[src/rtl/versatile_interface_adapter_macros.svh]
// Assertion macros for the interface adapter.
// Used by the top level only.
`ifndef VERSATILE_INTERFACE_ADAPTER_MACROS_SVH
`define VERSATILE_INTERFACE_ADAPTER_MACROS_SVH
// Implication checked on every clock edge outside reset.
`define VIA_ASSERT_IMP(label, ante, cons) \
  label: assert property (@(posedge clk) disable iff (rst) (ante) |-> (cons)) \
    else $error("assertion failed");
// Next-cycle implication checked outside reset.
`define VIA_ASSERT_NEXT(label, ante, cons) \
  label: assert property (@(posedge clk) disable iff (rst) (ante) |=> (cons)) \
    else $error("assertion failed");
`endif

[src/rtl/via_pkg.sv]
// Shared constants and types for the interface adapter.
// No dependencies.
package via_pkg;
  localparam int TimerBitsDefault = 16;

  localparam logic [1:0] OP_TICK  = 2'd0;
  localparam logic [1:0] OP_READ  = 2'd1;
  localparam logic [1:0] OP_WRITE = 2'd2;
  localparam logic [1:0] OP_EDGE  = 2'd3;

  localparam logic [3:0] A_ORB  = 4'd0;
  localparam logic [3:0] A_ORA  = 4'd1;
  localparam logic [3:0] A_DDRB = 4'd2;
  localparam logic [3:0] A_DDRA = 4'd3;
  localparam logic [3:0] A_T1CL = 4'd4;
  localparam logic [3:0] A_T1CH = 4'd5;
  localparam logic [3:0] A_T1LL = 4'd6;
  localparam logic [3:0] A_T1LH = 4'd7;
  localparam logic [3:0] A_T2CL = 4'd8;
  localparam logic [3:0] A_T2CH = 4'd9;
  localparam logic [3:0] A_SR   = 4'd10;
  localparam logic [3:0] A_ACR  = 4'd11;
  localparam logic [3:0] A_PCR  = 4'd12;
  localparam logic [3:0] A_IFR  = 4'd13;
  localparam logic [3:0] A_IER  = 4'd14;
  localparam logic [3:0] A_ORAN = 4'd15;

  localparam logic [1:0] L_CA1 = 2'd0;
  localparam logic [1:0] L_CA2 = 2'd1;
  localparam logic [1:0] L_CB1 = 2'd2;
  localparam logic [1:0] L_CB2 = 2'd3;

  localparam logic [6:0] F_CA2 = 7'h01;
  localparam logic [6:0] F_CA1 = 7'h02;
  localparam logic [6:0] F_CB2 = 7'h08;
  localparam logic [6:0] F_CB1 = 7'h10;
  localparam logic [6:0] F_T2  = 7'h20;
  localparam logic [6:0] F_T1  = 7'h40;

  typedef struct packed {
    logic [1:0] opcode;
    logic [3:0] reg_addr;
    logic [7:0] write_data;
    logic [7:0] port_a_pins;
    logic [7:0] port_b_pins;
    logic [1:0] line_select;
    logic       edge_rising;
  } item_t;

  typedef struct packed {
    logic [7:0] read_data;
    logic       irq_out;
    logic [7:0] port_a_out;
    logic [7:0] port_b_out;
  } result_t;
endpackage

[src/rtl/versatile_interface_adapter.sv]
// Top level: adapter core and output register with result skid stage.
// Depends on via_pkg, via_core and versatile_interface_adapter_macros.svh.
// A result goes to the output register, or to the skid slot when the output stalls.
// Throughput: one item per cycle while in_ready is high; the core state update is a single pass.
// A skid buffer keeps in_ready high while one result waits downstream.
// Reset (rst, synchronous) clears ports, flags, enables, timers; timer bytes 0xff.
`include "versatile_interface_adapter_macros.svh"
module versatile_interface_adapter import via_pkg::*; #(
  parameter int TIMER_BITS = TimerBitsDefault
) (
  input  logic       clk,
  input  logic       rst,
  input  logic       in_valid,
  output logic       in_ready,
  input  logic [1:0] opcode,
  input  logic [3:0] reg_addr,
  input  logic [7:0] write_data,
  input  logic [7:0] port_a_pins,
  input  logic [7:0] port_b_pins,
  input  logic [1:0] line_select,
  input  logic       edge_rising,
  output logic       out_valid,
  input  logic       out_ready,
  output logic [7:0] read_data,
  output logic       irq_out,
  output logic [7:0] port_a_out,
  output logic [7:0] port_b_out
);
  item_t   item;
  result_t res, main_q, skid_q;
  logic    step, main_v, skid_v;

  // Accept whenever the skid slot is free; state advances at the transfer.
  assign in_ready = !skid_v;
  assign step = in_valid && in_ready;
  assign item = '{opcode, reg_addr, write_data, port_a_pins, port_b_pins,
                  line_select, edge_rising};

  via_core #(.TIMER_BITS(TIMER_BITS)) u_core (
    .clk(clk), .rst(rst), .step(step), .item(item), .res(res)
  );

  // Output register with skid: hold a result in skid when output stalls.
  always_ff @(posedge clk) begin
    if (rst) begin
      main_v <= 1'b0; skid_v <= 1'b0;
    end else begin
      if (!main_v || out_ready) begin
        if (skid_v) begin
          main_v <= 1'b1; skid_v <= 1'b0;
        end else begin
          main_v <= step;
        end
      end else if (step) begin
        skid_v <= 1'b1;
      end
    end
  end

  always_ff @(posedge clk) begin
    if (!main_v || out_ready) begin
      main_q <= skid_v ? skid_q : res;
    end
    if (main_v && !out_ready && step) begin
      skid_q <= res;
    end
  end

  assign out_valid  = main_v;
  assign read_data  = main_q.read_data;
  assign irq_out    = main_q.irq_out;
  assign port_a_out = main_q.port_a_out;
  assign port_b_out = main_q.port_b_out;

  `VIA_ASSERT_IMP(a_skid_needs_main, skid_v, main_v)
  `VIA_ASSERT_NEXT(a_accept_gives_result, step, out_valid)
  `VIA_ASSERT_NEXT(a_stall_fills_skid, main_v && !out_ready && step, skid_v)
endmodule

[src/rtl/via_core.sv]
// Register file, flags and timers; one item updates state and forms a result.
// Depends on via_pkg.
module via_core import via_pkg::*; #(
  parameter int TIMER_BITS = TimerBitsDefault
) (
  input  logic    clk,
  input  logic    rst,
  input  logic    step,
  input  item_t   item,
  output result_t res
);
  localparam int TW = TIMER_BITS;

  logic [7:0] orb, ora, ddrb, ddra, t1ll, t1lh, t2ll, sr, acr, pcr;
  logic [6:0] flags, enables;
  logic [15:0] latch;
  logic [TW-1:0] t1, t2;
  logic arm1, arm2, reload;

  logic [7:0] orb_next, ora_next, ddrb_next, ddra_next, t1ll_next, t1lh_next;
  logic [7:0] t2ll_next, sr_next, acr_next, pcr_next;
  logic [6:0] flags_next, enables_next;
  logic [15:0] latch_next;
  logic [TW-1:0] t1_next, t2_next;
  logic arm1_next, arm2_next, reload_next;
  logic [7:0] rd;
  logic [31:0] t1w, t2w;
  logic [6:0] clr_a, clr_b;
  logic pol_ok;

  assign t1w = 32'(t1);
  assign t2w = 32'(t2);
  assign clr_a = ((pcr & 8'h0a) != 8'h02) ? (F_CA1 | F_CA2) : F_CA1;
  assign clr_b = ((pcr & 8'ha0) != 8'h20) ? (F_CB1 | F_CB2) : F_CB1;

  always_comb begin
    orb_next = orb; ora_next = ora; ddrb_next = ddrb; ddra_next = ddra;
    t1ll_next = t1ll; t1lh_next = t1lh; t2ll_next = t2ll;
    sr_next = sr; acr_next = acr; pcr_next = pcr;
    flags_next = flags; enables_next = enables; latch_next = latch;
    t1_next = t1; t2_next = t2; arm1_next = arm1; arm2_next = arm2;
    reload_next = reload; rd = 8'h00; pol_ok = 1'b0;
    case (item.opcode)
      OP_TICK: begin
        if (reload) begin
          t1_next = TW'({16'h0, latch}); reload_next = 1'b0;
        end else if (t1 == '0) begin
          t1_next = '1; reload_next = 1'b1;
          if (arm1) begin
            flags_next = flags_next | F_T1;
            if (!acr[6]) arm1_next = 1'b0;
          end
        end else begin
          t1_next = t1 - 1'b1;
        end
        if (t2 == '0 && arm2) begin
          flags_next = flags_next | F_T2; arm2_next = 1'b0;
        end
        t2_next = t2 - 1'b1;
      end
      OP_READ: begin
        case (item.reg_addr)
          A_ORB: begin
            flags_next = flags & ~clr_b;
            if (acr[7]) latch_next = {t1lh, t1ll};
            rd = (item.port_b_pins & ~ddrb) | (orb & ddrb);
          end
          A_ORA: begin
            flags_next = flags & ~clr_a; rd = item.port_a_pins;
          end
          A_ORAN: rd = item.port_a_pins;
          A_T1CL: begin
            flags_next = flags & ~F_T1; rd = t1w[7:0];
          end
          A_T1CH: rd = t1w[15:8];
          A_T2CL: begin
            flags_next = flags & ~F_T2; rd = t2w[7:0];
          end
          A_T2CH: rd = t2w[15:8];
          A_IFR:  rd = {|(flags & enables), flags};
          A_IER:  rd = {1'b1, enables};
          A_DDRB: rd = ddrb;
          A_DDRA: rd = ddra;
          A_T1LL: rd = t1ll;
          A_T1LH: rd = t1lh;
          A_SR:   rd = sr;
          A_ACR:  rd = acr;
          A_PCR:  rd = pcr;
          default: rd = 8'h00;
        endcase
      end
      OP_WRITE: begin
        case (item.reg_addr)
          A_ORB: begin
            flags_next = flags & ~clr_b; orb_next = item.write_data;
          end
          A_ORA: begin
            flags_next = flags & ~clr_a; ora_next = item.write_data;
          end
          A_ORAN: ora_next = item.write_data;
          A_DDRB: ddrb_next = item.write_data;
          A_DDRA: ddra_next = item.write_data;
          A_T1CL, A_T1LL: begin
            t1ll_next = item.write_data; latch_next = {t1lh, item.write_data};
          end
          A_T1CH: begin
            t1lh_next = item.write_data; latch_next = {item.write_data, t1ll};
            t1_next = TW'({16'h0, item.write_data, t1ll});
            arm1_next = 1'b1; reload_next = 1'b0; flags_next = flags & ~F_T1;
          end
          A_T1LH: begin
            t1lh_next = item.write_data; latch_next = {item.write_data, t1ll};
            flags_next = flags & ~F_T1;
          end
          A_T2CL: t2ll_next = item.write_data;
          A_T2CH: begin
            t2_next = TW'({16'h0, item.write_data, t2ll});
            arm2_next = 1'b1; flags_next = flags & ~F_T2;
          end
          A_SR:  sr_next = item.write_data;
          A_ACR: begin
            latch_next = {t1lh, t1ll}; acr_next = item.write_data;
          end
          A_PCR: pcr_next = item.write_data;
          A_IFR: flags_next = flags & ~item.write_data[6:0];
          A_IER: begin
            if (item.write_data[7]) enables_next = enables | item.write_data[6:0];
            else enables_next = enables & ~item.write_data[6:0];
          end
          default: ;
        endcase
      end
      default: begin
        case (item.line_select)
          L_CA1: if (pcr[0] == item.edge_rising) flags_next = flags | F_CA1;
          L_CA2: begin
            pol_ok = !pcr[3] && (pcr[2] == item.edge_rising);
            if (pol_ok) flags_next = flags | F_CA2;
          end
          L_CB1: if (pcr[4] == item.edge_rising) flags_next = flags | F_CB1;
          default: begin
            pol_ok = !pcr[7] && (pcr[6] == item.edge_rising);
            if (pol_ok) flags_next = flags | F_CB2;
          end
        endcase
      end
    endcase
  end

  always_ff @(posedge clk) begin
    if (rst) begin
      orb <= '0; ora <= '0; ddrb <= '0; ddra <= '0;
      t1ll <= 8'hff; t1lh <= 8'hff; t2ll <= 8'hff;
      sr <= '0; acr <= '0; pcr <= '0;
      flags <= '0; enables <= '0; latch <= '0;
      t1 <= '0; t2 <= '0; arm1 <= 1'b0; arm2 <= 1'b0; reload <= 1'b0;
    end else if (step) begin
      orb <= orb_next; ora <= ora_next; ddrb <= ddrb_next; ddra <= ddra_next;
      t1ll <= t1ll_next; t1lh <= t1lh_next; t2ll <= t2ll_next;
      sr <= sr_next; acr <= acr_next; pcr <= pcr_next;
      flags <= flags_next; enables <= enables_next; latch <= latch_next;
      t1 <= t1_next; t2 <= t2_next; arm1 <= arm1_next; arm2 <= arm2_next;
      reload <= reload_next;
    end
  end

  assign res.read_data  = rd;
  assign res.irq_out    = |(flags_next & enables_next);
  assign res.port_a_out = ora_next | ~ddra_next;
  assign res.port_b_out = orb_next | ~ddrb_next;
endmodule
[config.mk]
export PLATFORM = sky130hd
export DESIGN_NAME = versatile_interface_adapter
export DESIGN_NICKNAME = d
export VERILOG_FILES = /design/src/rtl/via_pkg.sv /design/src/rtl/versatile_interface_adapter.sv /design/src/rtl/via_core.sv
export VERILOG_INCLUDE_DIRS = /design/src /design/src/rtl
export SDC_FILE = /design/constraint.sdc
export NUM_CORES = 1
export LEC_CHECK = 0
export ABC_AREA = 1
export BUFFER_PORTS_ARGS = -buffer_cell sky130_fd_sc_hd__buf_2
export CAP_MARGIN = 20
export CORE_MARGIN = 5
export CORE_UTILIZATION = 55
export DETAILED_ROUTE_END_ITERATION = 8
export PLACE_DENSITY = 0.76
export SLEW_MARGIN = 20
export SYNTH_ARGS = -nofsm -noshare
export SYNTH_HDL_FRONTEND = slang
export SYNTH_SLANG_ARGS = --single-unit
[constraint.sdc]
create_clock -name clk -period 2.45 [get_ports clk]
set_input_delay 0.1225 -clock clk [delete_from_list [all_inputs] [get_ports clk]]
set_output_delay 0.1225 -clock clk [all_outputs]
set_load 0.02 [all_outputs]
Word-level counts from Yosys, hierarchy flattened
Cells that the tools add are included.
{"block": "totals", "inputBits": 37, "word_cells": 169, "reg_bits": 197, "out_inout_bits": 27}
{"block": "op_classes", "n_addsub": 2, "eq_ne": 33, "n_mux": 52, "reduce_logical": 36, "n_bitwise": 18}
{"operator": "$pmux W8 S15", "n": 1}
{"operator": "$mux W16", "n": 6}
{"operator": "$pmux W16 S2", "n": 3}
{"operator": "$mux W8", "n": 9}
{"operator": "$pmux W16 S3", "n": 1}
{"operator": "$and A7 B7 Y7", "n": 6}
{"operator": "$mux W7", "n": 6}
{"operator": "$pmux W7 S5", "n": 1}
{"operator": "$eq A4 B4 Y1 const B", "n": 8}
{"operator": "$logic_not A16 Y1", "n": 2}
{"operator": "$sub A16 B1 Y16 const B", "n": 2}
{"operator": "$pmux W7 S4", "n": 1}
{"operator": "$mux W25", "n": 1}
{"operator": "$not A8 Y8", "n": 3}
{"operator": "$or A8 B8 Y8", "n": 3}
{"operator": "$reduce_and A3 Y1", "n": 8}
{"operator": "$not A7 Y7", "n": 3}
{"operator": "$pmux W7 S3", "n": 1}
{"operator": "$and A8 B8 Y8", "n": 2}
{"operator": "$eq A4 B3 Y1 const B", "n": 4}
{"operator": "$pmux W5 S3", "n": 1}
{"operator": "$reduce_or A7 Y1", "n": 2}
{"operator": "$mux W1", "n": 13}
{"operator": "$ne A2 B1 Y1 const B", "n": 5}
{"operator": "other kinds (22)", "n": 49}

Depth between registers and ports, before layout
Gate-level depths: netlist of run 1.
{"block": "depth", "word_depth": 9, "depth_mapped": 16, "ltp_nobuf": 15}

Cells and area by module
A second synthesis of run 1 with hierarchy kept.
{"block": "unflattened", "cells_unflattened": 1522, "hier_area_um2": 10516.3}
{"module": "via_core", "seq_area_each_um2": 2902.8, "instances": 1, "area_each_um2": 8569.5, "cells_per_inst": 1378}
{"module": "versatile_interface_adapter", "seq_area_each_um2": 1541.5, "instances": 1, "area_each_um2": 1946.9, "cells_per_inst": 144}

Least setup slack after synthesis of run 1
No wires, ideal clock.
{"block": "synth_timing", "kind": "register -> register", "startpoint": "register main_v (netlist: out_valid)", "endpoint": "register skid_q[0] (netlist bit), enable pin", "t_arrival_ns": 2.237, "slack_ns": -0.194, "period_less_slack_ns": 2.644, "setup_ns": 0.407, "t_required_ns": 2.043, "path_buffers": 0, "path_stages_with_launch": 3, "cell_sequence": "dfxtp_1 nand2_1 nor2_1"}
{"block": "synth_via", "elab_chain_len": 2}
{"item": "start: declaration", "line_no": "versatile_interface_adapter.sv:31", "source": "logic step, main_v, skid_v;"}
{"item": "start signal: assignment", "line_no": "versatile_interface_adapter.sv:52", "source": "main_v <= step;"}
{"item": "$logic_and A1 B1 Y1 (2 in series)", "line_no": "versatile_interface_adapter.sv:64", "source": "if (main_v && !out_ready && step) begin"}
{"item": "end signal: assignment", "line_no": "versatile_interface_adapter.sv:65", "source": "skid_q <= res;"}
{"item": "end: declaration", "line_no": "versatile_interface_adapter.sv:30", "source": "result_t res, main_q, skid_q;"}
Every way passes these cells.
A chain may end at the register's enable or synchronous reset.

Final worst setup path of run 1
{"block": "layout_timing", "startpoint": "register skid_v", "endpoint": "register u_core.t2[12]"}
{"block": "layout_via", "elab_chain_len": 3}
{"item": "start: declaration", "line_no": "versatile_interface_adapter.sv:31"}
{"item": "start signal: assignment", "line_no": "versatile_interface_adapter.sv:46", "source": "main_v <= 1'b0; skid_v <= 1'b0;"}
{"item": "start signal: assignment", "line_no": "versatile_interface_adapter.sv:50", "source": "main_v <= 1'b1; skid_v <= 1'b0;"}
{"item": "start signal: assignment", "line_no": "versatile_interface_adapter.sv:55", "source": "skid_v <= 1'b1;"}
{"item": "$logic_not A1 Y1", "line_no": "versatile_interface_adapter.sv:34", "source": "assign in_ready = !skid_v;"}
{"item": "$logic_and A1 B1 Y1", "line_no": "versatile_interface_adapter.sv:35", "source": "assign step = in_valid && in_ready;"}
{"item": "$reduce_and A3 Y1 (no line)"}
{"item": "end signal: assignment", "line_no": "via_core.sv:162", "source": "t1 <= t1_next; t2 <= t2_next; arm1 <= arm1_next; arm2 <= arm2_next;"}
{"item": "end: declaration", "line_no": "via_core.sv:17", "source": "logic [TW-1:0] t1, t2;"}
Every way passes these cells.

==> results of run 1 <==
-- where the power goes --
group          internal, mW  total, mW  switching (mW)  leakage, nW
sequential             3.51       3.64           0.133         1.66
combinational         0.444       1.41           0.967         3.31
clock                  1.39       2.80            1.41        0.283
-- cell type report --
cell class	instances	share of cell area, %
Multi-Input combinational cell	1015	42.6
Tap cell	234	2.50
Inverter	172	5.51
Clock inverter	13	1.18
Sequential cell	197	37.9
Antenna cell	1	0.0213
Clock buffer	19	3.78
Timing Repair Buffer	119	6.49
-- critical path, stage by stage (launching register included) --
cell,delay (ns)
sky130_fd_sc_hd__dfxtp_1,0.44
sky130_fd_sc_hd__inv_2,0.10
sky130_fd_sc_hd__nand2_1,0.20
sky130_fd_sc_hd__a21oi_1,0.28
sky130_fd_sc_hd__inv_1,0.14
sky130_fd_sc_hd__a21oi_4,0.21
sky130_fd_sc_hd__inv_2,0.11
sky130_fd_sc_hd__nor2_1,0.13
sky130_fd_sc_hd__o21ai_0,0.13
sky130_fd_sc_hd__o21ai_0,0.19
sky130_fd_sc_hd__a21oi_1,0.05
-- cells in the final DEF (no fill, tap or decap), types with 4 or more instances in the layout --
cell and n:
sky130_fd_sc_hd__inv_6 4, sky130_fd_sc_hd__clkbuf_16 17, sky130_fd_sc_hd__nor2_1 137, sky130_fd_sc_hd__nor2_2 4, sky130_fd_sc_hd__nand2_1 327, sky130_fd_sc_hd__a21oi_1 116, sky130_fd_sc_hd__inv_2 14, sky130_fd_sc_hd__nand3_1 50
sky130_fd_sc_hd__o22ai_1 9, sky130_fd_sc_hd__a211oi_1 8, sky130_fd_sc_hd__clkinv_1 5, sky130_fd_sc_hd__edfxtp_1 50, sky130_fd_sc_hd__xor2_1 12, sky130_fd_sc_hd__nor3_1 10, sky130_fd_sc_hd__buf_2 63, sky130_fd_sc_hd__nor4_1 6
sky130_fd_sc_hd__ha_1 7, sky130_fd_sc_hd__inv_1 153, sky130_fd_sc_hd__o31ai_1 5, sky130_fd_sc_hd__o21ai_0 178, sky130_fd_sc_hd__o211ai_1 46, sky130_fd_sc_hd__nand4_1 17, sky130_fd_sc_hd__a31oi_1 38, sky130_fd_sc_hd__buf_4 54
sky130_fd_sc_hd__o21ai_1 8, sky130_fd_sc_hd__dfxtp_1 147, sky130_fd_sc_hd__o2111ai_1 5
-- cells by family after synthesis --
kind of cell / after synthesis / share of synthesized area, %
DFF: 197 / 42.8
adders and majority gates: 8 / 0.963
buffers and inverters: 243 / 9.22
and+or+nand+nor: 563 / 22.2
xor gates and xnor gates: 14 / 1.18
AOI/OAI and AO/OA: 430 / 23.7
-- stage by stage --
step	total power [mW]	util, %	hold slack (ns)	instances
floorplan	4.58	-	0.249	1455
global placement	5.06	59.8	0.457	1737
detailed placement	5.08	59.8	0.463	1737
CTS	7.82	62.9	0.0123	1769
global route	8.16	62.9	0.0209	1769
finish	7.85	62.9	0.0141	1770
-- registers in the layout, indices dropped and copies added (netlist names), 16 cells and up --
| name | flops |
|---|---|
| skid_q | 25 |
| u_core.latch | 16 |
| u_core.t1 | 16 |
| u_core.t2 | 16 |
-- worst max path at each step --
| stage | slack, ns | start | endpoint | cells past startpoint |
|---|---|---|---|---|
| after global placement | 0.14 | reg_addr[3] | irq_out | 13 |
| after global routing | 0.28 | skid_v | u_core.t2[12] | 10 |
| after floorplan | 0.20 | out_valid | skid_q[0] | 2 |
| after CTS | 0.45 | skid_v | u_core.t2[12] | 10 |
| final | 0.35 | skid_v | u_core.t2[12] | 10 |
| after detailed placement | 0.19 | reg_addr[3] | irq_out | 13 |
-- routing by layer --
metal | GRT usage [%] | share of wire, %
met5 | 0 | 0.018
met4 | 12.3 | 3.4
met1 | 52.0 | 42
met2 | 55.2 | 44
met3 | 7.20 | 11
==> flow_summary.yaml, run 1 <==
status:
  run_status: "complete, no violations"
final_layout:
  stdcell_area_um2: 11700
  total_area_of_multi_input_combinational_cells_um2: 5000
  fin_nets: 1567
  area_growth_syn_to_fin_pct: 12.8
  regArea_um2: 4440
  share_of_layout_cells_above_drive_strength_1_pct: 11.9
  fillerInstances: 1748
critical_path:
  critical_path.endpoint_type: "flip-flop"
  reg_to_reg_start: "skid_v"
  critical_path.max_fanout: 11
  critical_path_arrival_ns: 2.44
  startpoint_type: "flip-flop"
  worst-r2r-setup-slack_ns: 0.35
  worst_r2r_path_depth: 10
  cp.required_ns: 2.79
  setup.worst_path.class: "reg2reg"
  worst_r2r_endpoint: "u_core.t2[12]"
worst_hold_path:
  min_path_type: "in2reg"
  min_delay_path_depth: 3
  hold_path_end: "out_valid"
  holdCritStartpoint: "in_valid"
drt:
  routed_vias_inst: 6.12
  antenna_violating_nets_post_route: 0
  remaining_drc_errors: 0
  postRouteWirelength_um: 39600
  wl_per_cell_um: 22.4
  initial_drc_count: 1430
  dr.pass1.iters: 5
  vias: 10800
synthesis:
  synth.top_cells.by_count: "sky130_fd_sc_hd__nand2_1 (327), sky130_fd_sc_hd__o21ai_0 (178), sky130_fd_sc_hd__inv_1 (154)"
  yosys.area.top_type: "sky130_fd_sc_hd__dfxtp_1"
  post_synthesis_cell_type_count: 48
  most_repeated_cell_in_the_gate_level_netlist_after_synthesis: "sky130_fd_sc_hd__nand2_1"
  synthesis.area_um2: 10400
  synth_enable_flop_cells: 50
  synth.avg_cell_area_um2: 7.14
  synth-warning-count: 0
  yosys_most_used_dff: "sky130_fd_sc_hd__dfxtp_1"
  postSynthRegisterBits: 197
  synth_seq_area_share_pct: 42.8
  post_synth_inst_count: 1455
  synth_async_sr_flop_share_pct: 0
  synth_top_cell_area_share_pct: 28.3
  yosys-top-cells-area: "sky130_fd_sc_hd__dfxtp_1 (28%), sky130_fd_sc_hd__edfxtp_1 (14%), sky130_fd_sc_hd__nand2_1 (12%), sky130_fd_sc_hd__o21ai_0 (8.6%), sky130_fd_sc_hd__a21oi_1 (5.6%)"
  synth_fp_nets: 1500
clock_network:
  tritoncts: "yes"
  number_of_buffers_inserted_during_clock_tree_synthesis: 17
  ctsHtreeMaxLevel: 4
  clock-sinks: 197
  ctsRootBufferMaster: "sky130_fd_sc_hd__clkbuf_16"
  clk-insertion-delay-late_ns: 0.45
  clkSlewWorstSetupHoldPaths_ns: 0.08
  cts.path.max_buffers: 2
  cts.repair.resized: 0
  post_cts_hold_buffer_count: 0
  cts_setup_buffers: 0
floorplanning:
  floorplan.initialDensity_pct: 55.8
  fp-row-count: 50
  top_level_ports: 64
  die_height_um: 147
  placeableCoreArea_um2: 18600
  chipWidth_um: 147
  die_area_um2: 21700
timing:
  fin_setup_tns_ns: 0
  final-setup-viol-count: 0
  fin_crit_sh_pct: 85.6
  post-route-worst-setup-slack_ns: 0.353
  timing.clock.skew_ns: 0.0166
  timing.max_slew.rel_slack_pct: 48.7
  rsz_0062_raised_after_global_routing: "no"
  timing_hold_violations_final: 0
  timing_worst_slew_pin_value_ns: 0.764
  slew_violations: 0
  max_clock_freq_mhz: 477
  finalWorstPathRequiredPeriod_ns: 2.10
power_and_ir_drop:
  ir_worst_vdd_mv: 0.691
  static-leakage-power_nw: 5.25
  power_density_nw_per_um2: 670
placed_design:
  gp_routability_congestion: 1.10
  pre_cts_slack_ns: 0.185
  place.port_buffers: 63
  postPlaceCellArea_um2: 11100
  dp_hpwl_um: 29500
grt:
  grt_antenna_before_repair: 1
  grt_start_max_net_pins: 102
  grt_pass1_wl_um: 60100
  groute.usage.overall_pct: 36.3
  first_global_vias: 9956
  grt.overflow.total: 0
flow_run:
  maxCapViolations: 0
(Power assumes the default switching activity.)
==> run 2: changes to the inputs <==
--- a/config.mk
+++ b/config.mk
@@ -11,9 +11,11 @@
 export CAP_MARGIN = 20
 export CORE_MARGIN = 5
 export CORE_UTILIZATION = 55
+export CTS_BUF_LIST = sky130_fd_sc_hd__clkbuf_8 sky130_fd_sc_hd__clkbuf_16
 export DETAILED_ROUTE_END_ITERATION = 8
 export PLACE_DENSITY = 0.76
 export SLEW_MARGIN = 20
 export SYNTH_ARGS = -nofsm -noshare
 export SYNTH_HDL_FRONTEND = slang
 export SYNTH_SLANG_ARGS = --single-unit
+export TNS_END_PERCENT = 100
==> run 2 against run 1 <==
Clock power about the same. Worst setup slack got worse by 0.00069 ns. Cell count unchanged. Sequential share of layout area unchanged. Largest cell class unchanged.
==> flow_summary.yaml, run 2 (same netlist as run 1, synthesis figures left out) <==
drt:
  top_layer: "met5"
  antenna_violating_nets_post_route: 0
  wl_per_cell_um: 22.4
  met2_wirelength_um: 17300
  dr.pass1.iters: 5
  initial_drc_count: 1420
  wl_met1_um: 16500
  met3_wirelength_um: 4410
  postRouteWirelength_um: 39600
  remaining_drc_errors: 0
  routed_vias_inst: 6.15
  vias: 10900
power_and_ir_drop:
  ir_worst_vdd_mv: 0.685
  static-leakage-power_nw: 5.26
  power_density_nw_per_um2: 669
timing:
  rsz_0062_raised_after_global_routing: "no"
  timing_hold_violations_final: 0
  finalWorstPathRequiredPeriod_ns: 2.10
  fin_setup_tns_ns: 0
  timing.clock.skew_ns: 0.0162
  timing_worst_slew_pin_value_ns: 0.768
  final-setup-viol-count: 0
  timing.max_slew.rel_slack_pct: 48.3
  post-route-worst-setup-slack_ns: 0.353
  fin_crit_sh_pct: 85.6
  slew_violations: 0
  max_clock_freq_mhz: 477
grt:
  groute.usage.overall_pct: 36.3
  grt.overflow.total: 0
  grt_antenna_before_repair: 1
  grt_start_max_net_pins: 102
  first_global_vias: 9956
  grt_pass1_wl_um: 60100
placed_design:
  pre_cts_slack_ns: 0.185
  dp_hpwl_um: 29500
  place.port_buffers: 63
  gp_routability_congestion: 1.10
  placedCellCount: 1737
critical_path:
  startpoint_type: "flip-flop"
  cp.required_ns: 2.79
  setup.worst_path.class: "reg2reg"
  critical_path.max_fanout: 11
  critical_path.endpoint_type: "flip-flop"
  critical_path_arrival_ns: 2.44
floorplanning:
  top_level_ports: 64
  fp-row-count: 50
  placeableCoreArea_um2: 18600
  floorplan.initialDensity_pct: 55.8
  chipWidth_um: 147
  die_area_um2: 21700
  die_height_um: 147
status:
  run_status: "complete, no violations"
clock_network:
  ctsHtreeMaxLevel: 4
  post_cts_hold_buffer_count: 0
  ctsRootBufferMaster: "sky130_fd_sc_hd__clkbuf_16"
  number_of_buffers_inserted_during_clock_tree_synthesis: 17
  clkSlewWorstSetupHoldPaths_ns: 0.08
  tritoncts: "yes"
  cts_setup_buffers: 0
  clock-sinks: 197
  cts.path.max_buffers: 2
  cts.repair.resized: 0
  clk-insertion-delay-late_ns: 0.45
final_layout:
  area_growth_syn_to_fin_pct: 12.8
  share_of_layout_cells_above_drive_strength_1_pct: 11.9
  fillerInstances: 1748
  total_area_of_multi_input_combinational_cells_um2: 5000
  layout_commonest_cell: "sky130_fd_sc_hd__nand2_1"
  largest_register_ff_count: 25
  most_used_cells_in_the_layout_excluding_fill_and_tap_cells: "sky130_fd_sc_hd__nand2_1 (327), sky130_fd_sc_hd__o21ai_0 (178), sky130_fd_sc_hd__inv_1 (154)"
  regArea_um2: 4440
  fin_cells: 1770
  regMostFlops: "skid_q"
  fin_nets: 1567
flow_run:
  maxCapViolations: 0
worst_hold_path:
  min_path_type: "in2reg"
[run 2: changes by cell type in the layout (fill, tap and decap cells not counted), sizes merged]
| cell | before | now |
|---|---|---|
| clkbuf | 19 | 18 |
| inv | 174 | 175 |
[run 2: layout make-up]
| cell class | count | area share (%) |
|---|---|---|
| Multi-Input combinational cell | 1015 | 42.6 |
| Sequential cell | 197 | 37.9 |
| Timing Repair Buffer | 119 | 6.49 |
| Inverter | 172 | 5.51 |
| Clock buffer | 18 | 3.75 |
| Tap cell | 234 | 2.50 |
| Clock inverter | 14 | 1.22 |
| Antenna cell | 1 | 0.0213 |
[run 2: critical path: stages, from the launching register on]
cell	delay, ns
sky130_fd_sc_hd__dfxtp_1	0.44
sky130_fd_sc_hd__inv_2	0.10
sky130_fd_sc_hd__nand2_1	0.20
sky130_fd_sc_hd__a21oi_1	0.28
sky130_fd_sc_hd__inv_1	0.14
sky130_fd_sc_hd__a21oi_4	0.21
sky130_fd_sc_hd__inv_2	0.11
sky130_fd_sc_hd__nor2_1	0.13
sky130_fd_sc_hd__o21ai_0	0.13
sky130_fd_sc_hd__o21ai_0	0.19
sky130_fd_sc_hd__a21oi_1	0.05
[run 2: layer usage]
layer	track usage, %	up-vias
met5	0	-
met4	12.3	2
met3	7.20	104
met2	55.2	680
met1	52.0	5067
li1	-	5041
[run 2: worst paths after layout]
| check | slack [ns] | depth (start not counted) | start | to |
|---|---|---|---|---|
| min reg2reg | 0.48 | 2 | u_core.t2ll[3] | u_core.t2ll[3] |
| min | 0.01 | 3 | in_valid | out_valid |
| max | 0.35 | 10 | skid_v | u_core.t2[12] |
| max reg2reg | 0.35 | 10 | skid_v | u_core.t2[12] |
[run 2: through the flow]
stage / instance area [um2] / hold WS, ns / power (mW) / util [%]
floorplan: 10400 / 0.249 / 4.58 / -
global placement: 11100 / 0.457 / 5.06 / 59.8
detailed placement: 11100 / 0.463 / 5.08 / 59.8
CTS: 11700 / 0.0123 / 7.81 / 62.9
global route: 11700 / 0.0209 / 8.16 / 62.9
finish: 11700 / 0.0147 / 7.85 / 62.9
[run 2: report_power, final]
part / internal [mW] / switching [mW] / leakage, nW
sequential: 3.51 / 0.133 / 1.66
combinational: 0.444 / 0.966 / 3.31
clock: 1.38 / 1.41 / 0.287
total: 5.34 / 2.51 / 5.26
==> run 3: changes to the inputs <==
--- a/config.mk
+++ b/config.mk
@@ -6,14 +6,13 @@
 export SDC_FILE = /design/constraint.sdc
 export NUM_CORES = 1
 export LEC_CHECK = 0
-export ABC_AREA = 1
 export BUFFER_PORTS_ARGS = -buffer_cell sky130_fd_sc_hd__buf_2
 export CAP_MARGIN = 20
 export CORE_MARGIN = 5
-export CORE_UTILIZATION = 55
+export CORE_UTILIZATION = 56
 export CTS_BUF_LIST = sky130_fd_sc_hd__clkbuf_8 sky130_fd_sc_hd__clkbuf_16
 export DETAILED_ROUTE_END_ITERATION = 8
-export PLACE_DENSITY = 0.76
+export PLACE_DENSITY = 0.77
 export SLEW_MARGIN = 20
 export SYNTH_ARGS = -nofsm -noshare
 export SYNTH_HDL_FRONTEND = slang
==> run 3 against run 2 <==
Total power fell by 3.3%. Global-route usage decreased by 2.4 points. Flip-flop and latch count unchanged. Sequential share of layout area is 2.6 points lower. Critical path depth shrank 3. Clock power about the same. Via count down 3.8%. Critical endpoint is now irq_out. Largest cell class unchanged. Highest routed layer is now met4.
==> flow_summary.yaml, run 3 <==
synthesis:
  postSynthRegisterBits: 197
  post_synthesis_cell_type_count: 76
  post_synth_inst_count: 1262
  yosys-top-cells-area: "sky130_fd_sc_hd__dfxtp_1 (27%), sky130_fd_sc_hd__edfxtp_1 (14%), sky130_fd_sc_hd__mux2i_1 (7.3%), sky130_fd_sc_hd__nor2_1 (5.0%), sky130_fd_sc_hd__nand2_1 (4.7%)"
  most_repeated_cell_in_the_gate_level_netlist_after_synthesis: "sky130_fd_sc_hd__dfxtp_1"
  synth-warning-count: 0
  synth_fp_nets: 1307
  yosys.area.top_type: "sky130_fd_sc_hd__dfxtp_1"
  synth.top_cells.by_count: "sky130_fd_sc_hd__dfxtp_1 (147), sky130_fd_sc_hd__nor2_1 (145), sky130_fd_sc_hd__nand2_1 (134)"
  synth_async_sr_flop_share_pct: 0
  yosys_most_used_dff: "sky130_fd_sc_hd__dfxtp_1"
  synth.avg_cell_area_um2: 8.55
  synth_seq_area_share_pct: 41.2
  synthesis.area_um2: 10800
  synth_top_cell_area_share_pct: 27.3
  synth_enable_flop_cells: 50
clock_network:
  clkSlewWorstSetupHoldPaths_ns: 0.08
  clock-sinks: 197
  ctsHtreeMaxLevel: 4
  ctsRootBufferMaster: "sky130_fd_sc_hd__clkbuf_16"
  tritoncts: "yes"
  cts.path.max_buffers: 2
  number_of_buffers_inserted_during_clock_tree_synthesis: 17
  clk-insertion-delay-late_ns: 0.45
grt:
  grt_pass1_wl_um: 57300
  grt_antenna_before_repair: 0
  grt.overflow.total: 0
  first_global_vias: 9642
  grt_start_max_net_pins: 52
  groute.usage.overall_pct: 33.9
placed_design:
  postPlaceCellArea_um2: 12000
  place.port_buffers: 63
  dp_hpwl_um: 28000
  gp_routability_congestion: 1.07
  pre_cts_slack_ns: 0.0580
final_layout:
  share_of_layout_cells_above_drive_strength_1_pct: 19.5
  most_used_cells_in_the_layout_excluding_fill_and_tap_cells: "sky130_fd_sc_hd__dfxtp_1 (145), sky130_fd_sc_hd__nor2_1 (143), sky130_fd_sc_hd__nand2_1 (134)"
  fillerInstances: 1572
  fin_nets: 1398
  largest_register_ff_count: 25
  regMostFlops: "skid_q"
  stdcell_area_um2: 12600
  area_growth_syn_to_fin_pct: 16.8
  layout_commonest_cell: "sky130_fd_sc_hd__dfxtp_1"
  antenna_cells: 0
floorplanning:
  chipWidth_um: 149
  top_level_ports: 64
  floorplan.initialDensity_pct: 57.3
  placeableCoreArea_um2: 18800
  fp-row-count: 50
  die_height_um: 149
  die_area_um2: 22100
power_and_ir_drop:
  static-leakage-power_nw: 4.67
  power_density_nw_per_um2: 602
  ir_worst_vdd_mv: 0.492
timing:
  timing.max_slew.rel_slack_pct: 57.3
  max_clock_freq_mhz: 415
  post-route-worst-setup-slack_ns: 0.0415
  timing_worst_slew_pin_value_ns: 0.640
  slew_violations: 0
  final-setup-viol-count: 0
  timing_hold_violations_final: 0
  timing.clock.skew_ns: 0.0108
  finalWorstPathRequiredPeriod_ns: 2.41
  fin_crit_sh_pct: 98.3
  rsz_0062_raised_after_global_routing: "yes"
  final.hold.worst_slack_ns: 0.0851
flow_run:
  maxCapViolations: 0
status:
  run_status: "complete, no violations"
drt:
  postRouteWirelength_um: 37900
  wl_per_cell_um: 23.3
  routed_vias_inst: 6.44
  remaining_drc_errors: 0
  dr.pass1.iters: 8
  antenna_violating_nets_post_route: 0
  initial_drc_count: 1438
  vias: 10500
critical_path:
  worst-r2r-setup-slack_ns: 0.04
  crit_path_max_incr_delay_ns: 0.52
  critical_path_arrival_ns: 2.70
  critical_path.endpoint_type: "flip-flop"
  startpoint_type: "flip-flop"
  setup.worst_path.start: "u_core.t2[6]"
  setup.worst_path.class: "reg2reg"
  critical_path.slowest_cell: "sky130_fd_sc_hd__or4_4"
  timing.critical_path.cells: "or4_4, or4_4, or4b_4, a21oi_2, nor3_1, buf_4, a31oi_1"
  crit_top_cell: "sky130_fd_sc_hd__or4_4"
  cp.required_ns: 2.74
  critical_path.max_fanout: 2
  reg_to_reg_start: "u_core.t2[6]"
worst_hold_path:
  min_path_type: "in2reg"
  holdCritStartpoint: "write_data[0]"
[run 3: changes by cell type after synthesis, moves of 26 or more]
cell                       previous run  this run
sky130_fd_sc_hd__inv_1              154        18
sky130_fd_sc_hd__mux2_2               0        33
sky130_fd_sc_hd__o21ai_0            178        61
sky130_fd_sc_hd__nand2_1            327       134
sky130_fd_sc_hd__clkbuf_1            45        85
sky130_fd_sc_hd__a31oi_1             38         8
sky130_fd_sc_hd__mux2i_1              0        79
sky130_fd_sc_hd__nor2b_1              0        26
[run 3: routing by layer]
metal | up-vias | wire length, um | global-route usage, %
met5 | - | 0 | 0
met4 | 0 | 1280 | 12.0
met3 | 97 | 4500 | 10.5
met2 | 578 | 16600 | 50.8
met1 | 5001 | 15500 | 46.5
li1 | 4799 | - | -
[run 3: final timing paths]
| path | endpoint | cells past startpoint |
|---|---|---|
| worst max-delay path | irq_out | 7 |
| worst min-delay path | u_core.t2ll[0] | 3 |
| worst max register to register | irq_out | 7 |
| worst min register to register | u_core.arm1 | 2 |
[run 3: worst max-delay path, delay by kind of cell (launching register included)]
| family | cells | cell delay, ns |
|---|---|---|
| flip-flops | 1 | 0.33 |
| AO/OA/AOI/OAI | 2 | 0.27 |
| buffers and inverters | 1 | 0.14 |
| AND/OR/NAND/NOR | 4 | 1.51 |
[run 3: timing repair]
item / CTS / global route
setup buffers: 0 / 1
endpoints found under the setup margin: 0 / 4
endpoints found under the hold margin: 1 / 0
resized for setup: 0 / 7
hold buffers: 1 / 0
[run 3: final cells by class]
class,count,area [um2],share of cell area (%)
clock buffers,17,425,3.37
clock inverters,15,138,1.09
inverters,21,78.8,0.625
multi-input cells,938,5900,46.8
flip-flops and latches,197,4450,35.3
well taps,260,325,2.58
repair buffers,178,1300,10.3
[run 3: where the power goes]
group	leakage [nW]	total (mW)	internal, mW	switching [mW]
Sequential	1.65	3.49	3.42	0.0711
Clock	0.279	2.77	1.35	1.42
Combinational	2.74	1.33	0.519	0.807
Total	4.67	7.59	5.29	2.30
[run 3: cell families after synthesis]
group / Yosys count / synth area share [%]
xor gates and xnor gates: 12 / 0.974
buffers and inverters: 127 / 4.51
and+or+nand+nor: 477 / 21.1
muxes: 112 / 10.8
AOI/OAI and AO/OA: 329 / 20.5
DFF: 197 / 41.2
adders and majority gates: 8 / 0.928
[run 3: metrics by stage]
stage               total power, mW  util [%]  setup TNS (ns)  cells
finish                         7.59      66.9               0   1626
floorplan                      4.35         -               0   1262
global placement               4.82      63.7               0   1592
detailed placement             4.84      63.7               0   1592
CTS                            7.55      66.8               0   1625
global route                   7.84      66.9          -0.130   1626
